File: src/hdl/rpnsam_pkg.sv
// rpnsam_pkg: action and status codes, fixed-point constants and the sequencer state type
// for the reverse-polish stack calculator; no dependencies
package rpnsam_pkg;

   localparam int ACTION_W    = 3;
   localparam int STATUS_W    = 3;
   localparam int FRAC_BITS   = 16;
   localparam int MUL_DIGIT_W = 8;

   // action codes
   localparam logic [ACTION_W-1:0] ACT_PUSH = 3'd0;
   localparam logic [ACTION_W-1:0] ACT_POP  = 3'd1;
   localparam logic [ACTION_W-1:0] ACT_PEEK = 3'd2;
   localparam logic [ACTION_W-1:0] ACT_ADD  = 3'd3;
   localparam logic [ACTION_W-1:0] ACT_MUL  = 3'd4;

   // status codes
   localparam logic [STATUS_W-1:0] STAT_OK      = 3'd0;
   localparam logic [STATUS_W-1:0] STAT_EMPTY   = 3'd1;
   localparam logic [STATUS_W-1:0] STAT_FEW     = 3'd2;
   localparam logic [STATUS_W-1:0] STAT_INVALID = 3'd3;
   localparam logic [STATUS_W-1:0] STAT_FULL    = 3'd4;

   typedef enum logic [1:0] {
      S_IDLE,
      S_EXEC,
      S_MUL
   } state_type;

endpackage

File: src/hdl/rpn_stack_add_multiply_top.sv
// rpn_stack_add_multiply_top: bounded reverse-polish operand stack with saturating
// fixed-point add and multiply; depends on rpnsam_pkg and rpnsam_mul
//
// usage
//    request channel (req_*): one transaction carries an action (push, pop, peek, add,
//    multiply) and a signed Q16.16 value, used by push only
//    response channel (rsp_*): exactly one transaction per request, in order, giving the
//    status, the top of the stack (zero when empty), a top-valid flag and the depth
//    sequencing
//    push, pop, peek, add and error cases: the accept cycle issues the read of the
//    second entry of the stack memory, and the exec state commits once the output
//    register is free; multiply hands the operands to the iterative multiplier, which
//    retires one 8-bit digit of the operand per cycle, and commits when it is done
//    the top of the stack is kept in a register, entries below it in a one-port-read
//    memory with a registered read; one request is in flight at a time, so a write
//    always lands before the next read
//    the response sits in an output register; a new request may be accepted while it
//    waits, and when rsp_stall holds it the next commit waits for it to be taken
//    reset clears the depth, the sequencer and the response valid; memory contents
//    are left as they are and never used before being written
module rpn_stack_add_multiply_top #(
   parameter int STACK_DEPTH = 16,
   parameter int VALUE_WIDTH = 32,
   localparam int CNT_W      = $clog2(STACK_DEPTH + 1)
) (
   input  logic                                clock,
   input  logic                                reset,
   input  logic                                req_valid,
   output logic                                req_stall,
   input  logic [rpnsam_pkg::ACTION_W-1:0]     req_action,
   input  logic signed [VALUE_WIDTH-1:0]       req_value,
   output logic                                rsp_valid,
   input  logic                                rsp_stall,
   output logic [rpnsam_pkg::STATUS_W-1:0]     rsp_status,
   output logic signed [VALUE_WIDTH-1:0]       rsp_top_value,
   output logic                                rsp_top_valid,
   output logic [CNT_W-1:0]                    rsp_depth_used
);
   import rpnsam_pkg::*;

   localparam int ADDR_W = $clog2(STACK_DEPTH);

   // stack memory, entries 0 .. count-1, top mirrored in top_ff
   logic [VALUE_WIDTH-1:0] stack_mem [STACK_DEPTH];

   state_type              state_ff, state_in;
   logic [CNT_W-1:0]       count_ff, count_in;
   logic [VALUE_WIDTH-1:0] top_ff, top_in;
   logic [ACTION_W-1:0]    act_ff;
   logic [VALUE_WIDTH-1:0] value_ff;
   logic [VALUE_WIDTH-1:0] rdata_ff;

   logic                   rsp_valid_ff;
   logic [STATUS_W-1:0]    rsp_status_ff;
   logic [VALUE_WIDTH-1:0] rsp_top_value_ff;
   logic                   rsp_top_valid_ff;
   logic [CNT_W-1:0]       rsp_depth_used_ff;

   logic                   req_accept;
   logic                   out_free;
   logic                   two_held;
   logic [ADDR_W-1:0]      second_addr;
   logic                   mul_go;
   logic                   mul_start;
   logic                   mul_done;
   logic [VALUE_WIDTH-1:0] mul_result;
   logic                   commit_en;

   logic [VALUE_WIDTH-1:0] add_sum, add_res, op_res;
   logic [STATUS_W-1:0]    status_c;
   logic                   wr_req;
   logic                   wr_en;
   logic [ADDR_W-1:0]      wr_addr;
   logic [VALUE_WIDTH-1:0] wr_data;

   assign req_accept  = req_valid && !req_stall;
   assign out_free    = !rsp_valid_ff || !rsp_stall;
   assign two_held    = count_ff >= CNT_W'(2);
   assign second_addr = two_held ? ADDR_W'(count_ff - CNT_W'(2)) : '0;
   assign mul_go      = (act_ff == ACT_MUL) && two_held;

   // sequencer: next state
   always_comb begin
      state_in = state_ff;
      case (state_ff)
         S_IDLE: begin
            if (req_accept) state_in = S_EXEC;
         end
         S_EXEC: begin
            if (mul_go)        state_in = S_MUL;
            else if (out_free) state_in = S_IDLE;
         end
         S_MUL: begin
            if (mul_done && out_free) state_in = S_IDLE;
         end
         default: state_in = S_IDLE;
      endcase
   end

   // sequencer: outputs
   always_comb begin
      req_stall = 1'b1;
      mul_start = 1'b0;
      commit_en = 1'b0;
      case (state_ff)
         S_IDLE: begin
            req_stall = 1'b0;
         end
         S_EXEC: begin
            mul_start = mul_go;
            commit_en = !mul_go && out_free;
         end
         S_MUL: begin
            commit_en = mul_done && out_free;
         end
         default: begin
            req_stall = 1'b1;
         end
      endcase
   end

   rpnsam_mul #(
      .VALUE_WIDTH (VALUE_WIDTH)
   ) u_mul (
      .clock  (clock),
      .reset  (reset),
      .start  (mul_start),
      .mul_a  (top_ff),
      .mul_b  (rdata_ff),
      .done   (mul_done),
      .result (mul_result)
   );

   // saturating add of the two top entries
   always_comb begin
      add_sum = top_ff + rdata_ff;
      add_res = add_sum;
      if ((top_ff[VALUE_WIDTH-1] == rdata_ff[VALUE_WIDTH-1]) &&
          (add_sum[VALUE_WIDTH-1] != top_ff[VALUE_WIDTH-1])) begin
         add_res = top_ff[VALUE_WIDTH-1] ? {1'b1, {(VALUE_WIDTH-1){1'b0}}}
                                         : {1'b0, {(VALUE_WIDTH-1){1'b1}}};
      end
   end

   assign op_res = (act_ff == ACT_MUL) ? mul_result : add_res;

   // commit: status, new depth, new top and the memory write
   always_comb begin
      status_c = STAT_OK;
      count_in = count_ff;
      top_in   = top_ff;
      wr_req   = 1'b0;
      wr_addr  = second_addr;
      wr_data  = op_res;
      case (act_ff)
         ACT_PUSH: begin
            if (count_ff == CNT_W'(STACK_DEPTH)) begin
               status_c = STAT_FULL;
            end else begin
               wr_req   = 1'b1;
               wr_addr  = count_ff[ADDR_W-1:0];
               wr_data  = value_ff;
               top_in   = value_ff;
               count_in = count_ff + 1'b1;
            end
         end
         ACT_POP: begin
            if (count_ff == '0) begin
               status_c = STAT_EMPTY;
            end else begin
               count_in = count_ff - 1'b1;
               if (two_held) top_in = rdata_ff;
            end
         end
         ACT_PEEK: begin
            if (count_ff == '0) status_c = STAT_EMPTY;
         end
         ACT_ADD, ACT_MUL: begin
            if (!two_held) begin
               status_c = STAT_FEW;
            end else begin
               wr_req   = 1'b1;
               top_in   = op_res;
               count_in = count_ff - 1'b1;
            end
         end
         default: begin
            status_c = STAT_INVALID;
         end
      endcase
   end

   assign wr_en = commit_en && wr_req;

   // stack memory: one write port, registered read of the second entry at accept
   always_ff @(posedge clock) begin
      if (wr_en) stack_mem[wr_addr] <= wr_data;
      if (req_accept) rdata_ff <= stack_mem[second_addr];
   end

   always_ff @(posedge clock) begin
      if (reset) begin
         state_ff     <= S_IDLE;
         count_ff     <= '0;
         rsp_valid_ff <= 1'b0;
      end else begin
         state_ff <= state_in;
         if (commit_en) count_ff <= count_in;
         if (commit_en)      rsp_valid_ff <= 1'b1;
         else if (!rsp_stall) rsp_valid_ff <= 1'b0;
      end
      if (req_accept) begin
         act_ff   <= req_action;
         value_ff <= req_value;
      end
      if (commit_en) begin
         top_ff            <= top_in;
         rsp_status_ff     <= status_c;
         rsp_top_value_ff  <= (count_in != '0) ? top_in : '0;
         rsp_top_valid_ff  <= (count_in != '0);
         rsp_depth_used_ff <= count_in;
      end
   end

   assign rsp_valid      = rsp_valid_ff;
   assign rsp_status     = rsp_status_ff;
   assign rsp_top_value  = rsp_top_value_ff;
   assign rsp_top_valid  = rsp_top_valid_ff;
   assign rsp_depth_used = rsp_depth_used_ff;

   a_depth_bound: assert property (@(posedge clock) disable iff (reset)
      count_ff <= CNT_W'(STACK_DEPTH))
      else $error("stack depth beyond capacity");

   a_depth_only_on_commit: assert property (@(posedge clock) disable iff (reset)
      !commit_en |=> $stable(count_ff))
      else $error("stack depth changed without a commit");

   a_mul_needs_two: assert property (@(posedge clock) disable iff (reset)
      mul_start |-> two_held)
      else $error("multiply started with fewer than two operands");

   a_rsp_flags_agree: assert property (@(posedge clock) disable iff (reset)
      rsp_valid_ff |-> (rsp_top_valid_ff == (rsp_depth_used_ff != '0)))
      else $error("response top-valid disagrees with depth");

   a_commit_gives_rsp: assert property (@(posedge clock) disable iff (reset)
      commit_en |=> rsp_valid_ff)
      else $error("commit produced no response");

endmodule

File: src/hdl/rpnsam_mul.sv
// rpnsam_mul: iterative signed fixed-point multiplier, one digit of the operand per cycle,
// rounding to nearest (ties away from zero) and saturation; depends on rpnsam_pkg
module rpnsam_mul #(
   parameter int VALUE_WIDTH = 32
) (
   input  logic                   clock,
   input  logic                   reset,
   input  logic                   start,
   input  logic [VALUE_WIDTH-1:0] mul_a,
   input  logic [VALUE_WIDTH-1:0] mul_b,
   output logic                   done,
   output logic [VALUE_WIDTH-1:0] result
);
   import rpnsam_pkg::*;

   localparam int MUL_STEPS = (VALUE_WIDTH + MUL_DIGIT_W - 1) / MUL_DIGIT_W;
   localparam int B_W       = MUL_STEPS * MUL_DIGIT_W;
   localparam int PROD_W    = 2 * VALUE_WIDTH;
   localparam int Q_W       = PROD_W + 1;
   localparam int STEP_W    = (MUL_STEPS > 1) ? $clog2(MUL_STEPS) : 1;
   localparam int PART_W    = VALUE_WIDTH + MUL_DIGIT_W;

   logic [VALUE_WIDTH-1:0] mag_a_ff, mag_a_in;
   logic [B_W-1:0]         mag_b_ff, mag_b_in;
   logic [PROD_W-1:0]      acc_ff, acc_in;
   logic                   neg_ff, neg_in;
   logic [STEP_W-1:0]      step_ff, step_in;
   logic                   busy_ff, busy_in;
   logic                   done_ff, done_in;

   logic [VALUE_WIDTH-1:0] abs_a, abs_b;
   logic [PART_W-1:0]      partial;
   logic [Q_W-1:0]         rnd_sum, quot, limit, quot_sat;
   logic [VALUE_WIDTH-1:0] mag_res;

   assign abs_a   = mul_a[VALUE_WIDTH-1] ? (~mul_a + 1'b1) : mul_a;
   assign abs_b   = mul_b[VALUE_WIDTH-1] ? (~mul_b + 1'b1) : mul_b;
   assign partial = PART_W'(mag_a_ff) * PART_W'(mag_b_ff[B_W-1 -: MUL_DIGIT_W]);

   // most significant digit first: shift the partial sum up, add the next row
   always_comb begin
      mag_a_in = mag_a_ff;
      mag_b_in = mag_b_ff;
      acc_in   = acc_ff;
      neg_in   = neg_ff;
      step_in  = step_ff;
      busy_in  = busy_ff;
      done_in  = done_ff;
      if (start) begin
         mag_a_in = abs_a;
         mag_b_in = B_W'(abs_b);
         acc_in   = '0;
         neg_in   = mul_a[VALUE_WIDTH-1] ^ mul_b[VALUE_WIDTH-1];
         step_in  = STEP_W'(MUL_STEPS - 1);
         busy_in  = 1'b1;
         done_in  = 1'b0;
      end else if (busy_ff) begin
         acc_in   = (acc_ff << MUL_DIGIT_W) + PROD_W'(partial);
         mag_b_in = mag_b_ff << MUL_DIGIT_W;
         if (step_ff == '0) begin
            busy_in = 1'b0;
            done_in = 1'b1;
         end else begin
            step_in = step_ff - 1'b1;
         end
      end
   end

   always_ff @(posedge clock) begin
      if (reset) begin
         busy_ff <= 1'b0;
         done_ff <= 1'b0;
      end else begin
         busy_ff <= busy_in;
         done_ff <= done_in;
      end
      mag_a_ff <= mag_a_in;
      mag_b_ff <= mag_b_in;
      acc_ff   <= acc_in;
      neg_ff   <= neg_in;
      step_ff  <= step_in;
   end

   // round on the magnitude, drop the fraction, clamp to the signed range
   always_comb begin
      rnd_sum  = {1'b0, acc_ff} + (Q_W'(1) << (FRAC_BITS - 1));
      quot     = rnd_sum >> FRAC_BITS;
      limit    = neg_ff ? (Q_W'(1) << (VALUE_WIDTH - 1))
                        : ((Q_W'(1) << (VALUE_WIDTH - 1)) - Q_W'(1));
      quot_sat = (quot > limit) ? limit : quot;
      mag_res  = quot_sat[VALUE_WIDTH-1:0];
   end

   assign result = neg_ff ? (~mag_res + 1'b1) : mag_res;
   assign done   = done_ff;

   a_busy_done_excl: assert property (@(posedge clock) disable iff (reset)
      !(busy_ff && done_ff))
      else $error("multiplier busy and done together");

   a_start_busy: assert property (@(posedge clock) disable iff (reset)
      start |=> busy_ff && !done_ff)
      else $error("multiplier did not start");

   a_last_step_done: assert property (@(posedge clock) disable iff (reset)
      (busy_ff && !start && step_ff == '0) |=> done_ff)
      else $error("multiplier missed its last step");

endmodule

File: config.mk
export PLATFORM = sky130hd
export DESIGN_NAME = rpn_stack_add_multiply_top
export DESIGN_NICKNAME = d
export VERILOG_FILES = /design/src/hdl/rpnsam_pkg.sv /design/src/hdl/rpn_stack_add_multiply_top.sv /design/src/hdl/rpnsam_mul.sv
export SDC_FILE = /design/constraint.sdc
export NUM_CORES = 2
export LEC_CHECK = 0
export BUFFER_PORTS_ARGS = -buffer_cell sky130_fd_sc_hd__buf_4
export CAP_MARGIN = 40
export CORE_MARGIN = 2
export CORE_UTILIZATION = 54
export CTS_BUF_LIST = sky130_fd_sc_hd__clkbuf_4 sky130_fd_sc_hd__clkbuf_8
export DETAILED_ROUTE_END_ITERATION = 10
export GPL_TIMING_DRIVEN = 1
export PLACE_DENSITY = 0.66
export SYNTH_ARGS = -nofsm -noshare
export SYNTH_HDL_FRONTEND = slang
export SYNTH_SLANG_ARGS = --single-unit
export TNS_END_PERCENT = 50
File: constraint.sdc
create_clock -name clock -period 13.8 [get_ports clock]
set_clock_uncertainty 0.1 [all_clocks]
set_input_delay 0.69 -clock clock [delete_from_list [all_inputs] [get_ports clock]]
set_output_delay 0.69 -clock clock [all_outputs]
set_load 0.05 [all_outputs]
# Word level (Yosys, flattened, before mapping)
# Memory sizes are Yosys's and may differ from the RTL's. A register that Yosys moved wholly into a read port is not among the register bits.
# Cells that the tools add are included.
dict set report totals {
  memories 1
  mem_bits_rw 512
  reg_bits 249
  out_inout_bits 43
}
dict set report classes {
  add_sub_neg 10
  eq_ne 13
  n_lt_le_gt_ge 2
  bitwise_logic 5
  multipliers 1
  n_reduce_logical 22
  mux 46
}
# memory depth width read_ports rd_clocked_by_memory_dff write_ports line
set memory_table {}
lappend memory_table {stack_mem 16 32 1 1 1 rpn_stack_add_multiply_top.sv:44} ;# logic [VALUE_WIDTH-1:0] stack_mem [STACK_DEPTH];
# cell count
set ops {}
lappend ops {{$mux 32} 15}
lappend ops {{$add 32x1->32 const B} 3}
lappend ops {{$not 32->32} 3}
lappend ops {{$pmux 32 s3} 1}
lappend ops {{$add 64x16->65 const B} 1}
lappend ops {{$add 64x40->64} 1}
lappend ops {{$gt 49x32->1} 1}
lappend ops {{$mul 32x8->40} 1}
lappend ops {{$add 32x32->32} 1}
lappend ops {{$mux 31} 1}
lappend ops {{$mux 5} 3}
lappend ops {{$pmux 5 s3} 1}
lappend ops {{$mux 1} 12}
lappend ops {{$mux 4} 3}
lappend ops {{$mux 2} 5}
lappend ops {{$pmux 3 s3} 1}
lappend ops {{$eq 3x2->1 const B} 2}
lappend ops {{$logic_and 1x1->1} 6}
lappend ops {{$pmux 2 s3} 1}
lappend ops {{$reduce_or 2->1} 3}
lappend ops {{$add 5x1->5 const B} 1}
lappend ops {{$eq 5x5->1 const B} 1}
lappend ops {{$ge 5x2->1 const B} 1}
lappend ops {{$logic_not 5->1} 1}
lappend ops {{other kinds (24)} 30}

# Logic depth before layout (Yosys ltp)
dict set report logic_depth {
  depth_word 9
  mapped_depth 29
}

# By module
# Synthesis repeated with hierarchy kept, for this count alone.
dict set report unflattened {
  cells_unflattened 3933
  hier_area_um2 46837.4
}
# module n_inst seq_area_each_um2 area_each_um2 cells_each
set by_module_without_submodules {}
lappend by_module_without_submodules {rpn_stack_add_multiply_top 1 19738.9 28529.9 1784}
lappend by_module_without_submodules {rpnsam_mul 1 3313.2 18307.6 2149}

# Least setup slack after synthesis
# No wires, ideal clock.
dict set report synth_path {
  kind {reg-to-reg}
  from {register u_mul.acc_ff[16]}
  to {memory stack_mem[0][30], data pin}
  synth_period_minus_slack_ns 6.769
  n_path_buf 4
  slack_ns 7.031
  path_stages_with_launch 30
  arrival_time_ns 6.367
  setup_time_ns 0.302
  path_cell_list {dfxtp_1 ha_1 nand3_1 clkbuf_1 nor4_2 buf_2 nand3_1 xor2_1 inv_1 ha_1 and4_1 nor4bb_1 nand4_1 a21oi_1 nand4_1 a2111oi_4 nand2_2 buf_2 o21ai_1 ha_1 inv_1 nor2_1 o2111a_1 and4_1 buf_2 nand3_1 xnor2_1 a21oi_2 a211o_1 a31oi_1}
}
dict set report synth_between {
  elab_chain_cells 9
}
# element line
set synth_lines {}
lappend synth_lines {{start, declared} rpnsam_mul.sv:25} ;# logic [PROD_W-1:0] acc_ff, acc_in;
lappend synth_lines {{start signal, assigned} rpnsam_mul.sv:79} ;# acc_ff <= acc_in;
lappend synth_lines {{$add 64x16->65 *} rpnsam_mul.sv:86} ;# rnd_sum = {1'b0, acc_ff} + (Q_W'(1) << (FRAC_BITS - 1));
lappend synth_lines {{$gt 49x32->1} rpnsam_mul.sv:90} ;# quot_sat = (quot > limit) ? limit : quot;
lappend synth_lines {{$mux 32 *} rpnsam_mul.sv:90}
lappend synth_lines {{$not 32->32} rpnsam_mul.sv:94} ;# assign result = neg_ff ? (~mag_res + 1'b1) : mag_res;
lappend synth_lines {{$add 32x1->32} rpnsam_mul.sv:94}
lappend synth_lines {{$mux 32 *} rpnsam_mul.sv:94}
lappend synth_lines {{$mux 32 *} rpn_stack_add_multiply_top.sv:145} ;# assign op_res = (act_ff == ACT_MUL) ? mul_result : add_res;
lappend synth_lines {{$mux 32} rpn_stack_add_multiply_top.sv:157} ;# if (count_ff == CNT_W'(STACK_DEPTH)) begin
lappend synth_lines {{$mux 32 *} rpn_stack_add_multiply_top.sv:155} ;# case (act_ff)
lappend synth_lines {{named net wr_data[30]} rpn_stack_add_multiply_top.sv:74} ;# logic [VALUE_WIDTH-1:0] wr_data;
lappend synth_lines {{end, declared} rpn_stack_add_multiply_top.sv:44}
# The timed path passes the listed nets; every way through them passes the cells marked *.

# Final worst setup path
dict set report layout_path {
  from {register u_mul.acc_ff[19]}
  to {memory stack_mem[5][30], data pin}
}
# Same word-level chain as after synthesis.

==> qor.csv <==
stage,metric,value,unit
synthesis,yosysMostFrequentCell,edfxtp_1,
die,core,85400,um2
synthesis,synthCells,3859,
die,start_util,54.6,%
setup_path,path_common_cell,nand4_1,
cts,root_buffer,clkbuf_8,
timing,setup_ws,4720,ps
cells_and_area,drive_gt1_share,15.4,%
setup_path,start_kind,flop,
run,drv_cap,0,
cts,cts.sinks,793,
timing,setup_viol,0,
die,std_cell_rows,107,
global_routing,gr-total-overflow,0,
global_routing,first_global_vias,31978,
timing,slew_headroom,38.6,%
route,drc,0,
cells_and_area,area_growth,11.2,%
timing,min_period,9080,ps
die,die-area,88800,um2
timing,clock.fmax,110,MHz
place,dp_cells,4975,
setup_path,worstSetupPathType,reg -> reg,
synthesis,ys_ff_latch,793,
die,dieHeight,298,um
synthesis,avgSynthCellArea,12.1,um2
run_status,status,"finished, final reports clean",
cts,ctsResizeCount,0,
setup_path,crit_fanout,40,
pwr,ir_drop,0.000166,V
global_routing,grt_pass1_wl,202000,um
synthesis,yosysWarnings,0,
global_routing,grt_antenna_before_repair,4,
synthesis,ys.flop_type,edfxtp_1,
die,fp.dieW,298,um
cts,clock_path_buffers,3,
synthesis,yosys-top-cells-count,"edfxtp_1, nand2_1, inv_1, fa_1, nor2_1",
cells_and_area,instances_no_fill,5249,
place,place_hpwl,90700,um
setup_path,crit_required,14330,ps
synthesis,netlist.top_cell.by_area,edfxtp_1,
route,drt_wl_total,134000,um
cts,cts_buffers,133,
synthesis,ys_types,102,
synthesis,synth_top_area_share,46.1,%
pwr,p_per_area,160,nW/um2
worst_hold_path,hold_path_class,in -> reg,
route,first_pass_iters,8,
route,wl_per_cell,25.6,um
route,drt-initial-drc-count,3271,
timing,setup_tns,0,ps
pwr,p_leak,19.2,nW
cts,cts_max_level,4,
timing,hold_viol,0,
global_routing,grt_max_degree,80,
timing,period_share,65.8,%
cells_and_area,post-route-util,60.7,%
die,top_level_ports,82,
synthesis,synth_edf_count,717,
timing,grt_setup_unrepaired,no,
setup_path,arrival,9610,ps
cts,cts.reportedPaths.clkPinSlew,50,ps
cts,cts_tree,done,
synthesis,syn-num-nets,4257,
synthesis,synth_async_sr_flop_share,0,%
global_routing,grt_util_all_layers,30.3,%
timing,slew_violations,0,
cells_and_area,final_nets,4398,
setup_path,end_kind,flop,
place,pre_cts_slack,4910,ps
synthesis,yosys-top-cells-area,"edfxtp_1, fa_1, mux4_2",
route,ant_nets,0,
place,gp_congestion,0.924,
synthesis,ys_seq_area_share,49.4,%
synthesis,syn_area,46700,um2
timing,tightest_slew,915,ps
setup_path,critPathSlowestCell,nor4_2,
setup_path,slowest_delay,630,ps
route,vias,32593,
cts,clk-insertion-delay-late,820,ps
place,io_buffers,81,
route,viasPerCell,6.21,
## path summary, 6_finish.rpt
kind              cells past startpoint                            to  slack [ps]                          start
hold / removal                        1        value_ff[21]$_DFFE_PP_          60                  req_value[21]
hold reg to reg                       2  u_mul.acc_ff[0]$_SDFFE_PP0P_         370   u_mul.acc_ff[0]$_SDFFE_PP0P_
setup / recovery                     27    stack_mem[5][30]$_DFFE_PP_        4720  u_mul.acc_ff[19]$_SDFFE_PP0P_
setup reg to reg                     27    stack_mem[5][30]$_DFFE_PP_        4720  u_mul.acc_ff[19]$_SDFFE_PP0P_
## repair_timing
item / 4_1_cts / 5_1_grt
buffers inserted: 0 / 0
endpoints found under the hold margin: 41 / 0
hold buffers: 34 / 0
## placed cells by master, fill, tap and decap left out, types with 128 or more instances in the layout
cell type | Yosys | routed
nand2_1 | 404 | 401
a21oi_1 | 158 | 157
o21ai_0 | 155 | 153
fa_1 | 213 | 213
buf_4 | 2 | 174
inv_1 | 249 | 248
clkbuf_8 | 0 | 139
edfxtp_1 | 717 | 717
mux4_2 | 128 | 128
and2_1 | 169 | 168
ha_1 | 146 | 145
nor2_1 | 192 | 174
## flip-flops by register name, summed over array words and instances, names as in the netlist, 3 cells and up
register	cells
act_ff	3
count_ff	5
rdata_ff	32
rsp_depth_used	5
rsp_status	3
rsp_top_value	32
stack_mem	512
top_ff	32
u_mul.acc_ff	64
u_mul.mag_a_ff	32
u_mul.mag_b_ff	32
value_ff	32
## logic make-up after synthesis
| logic type | synth area share [%] |
|---|---|
| flops | 49.4 |
| xor+xnor | 3.25 |
| simple gates | 11.8 |
| compound gates | 11.5 |
| fa+ha+maj | 13.0 |
| buf+inv | 3.92 |
| mux | 7.11 |
## stage by stage
stage | instance area (um2) | hold slack, ps | total power [W]
floorplan | 46700 | 341 | 0.00525
global placement | 48600 | 352 | 0.00613
detailed placement | 48800 | 360 | 0.00617
CTS | 51900 | 10.9 | 0.00833
global route | 51900 | 37.0 | 0.00878
finish | 51900 | 63.0 | 0.00833
## layout make-up
class,instances,area (um2)
clock inverters,50,448
clock buffers,187,2270
flip-flops and latches,793,23100
inverters,252,947
well taps,1144,1430
fillers,6858,33500
repair buffers,212,1740
diodes,3,7.51
multi-input cells,2608,22000
## layer usage
metal	global-route usage [%]	wire [um]	vias up
li1	-	-	14549
met1	42.9	56000	16375
met2	47.9	63000	1413
met3	4.75	10800	256
met4	10.9	4460	0
met5	0	0	-
## power by group
| part | switching (W) | leakage (nW) | internal [W] |
|---|---|---|---|
| clock | 0.000997 | 1.44 | 0.00114 |
| combinational | 0.00186 | 10.7 | 0.00116 |
| sequential | 0.000239 | 7.13 | 0.00292 |
| total | 0.00310 | 19.2 | 0.00523 |
## critical path: cells and delay by family, from the launching register on
| kind | cells | cell delay (ps) |
|---|---|---|
| flip-flops | 1 | 500 |
| adder cells (fa/ha/maj) | 2 | 520 |
| XOR/XNOR | 2 | 570 |
| AND/OR/NAND/NOR | 12 | 3950 |
| buffers and inverters | 4 | 1040 |
| AO/OA/AOI/OAI | 7 | 2220 |
Power figures use the tool's default switching activity.
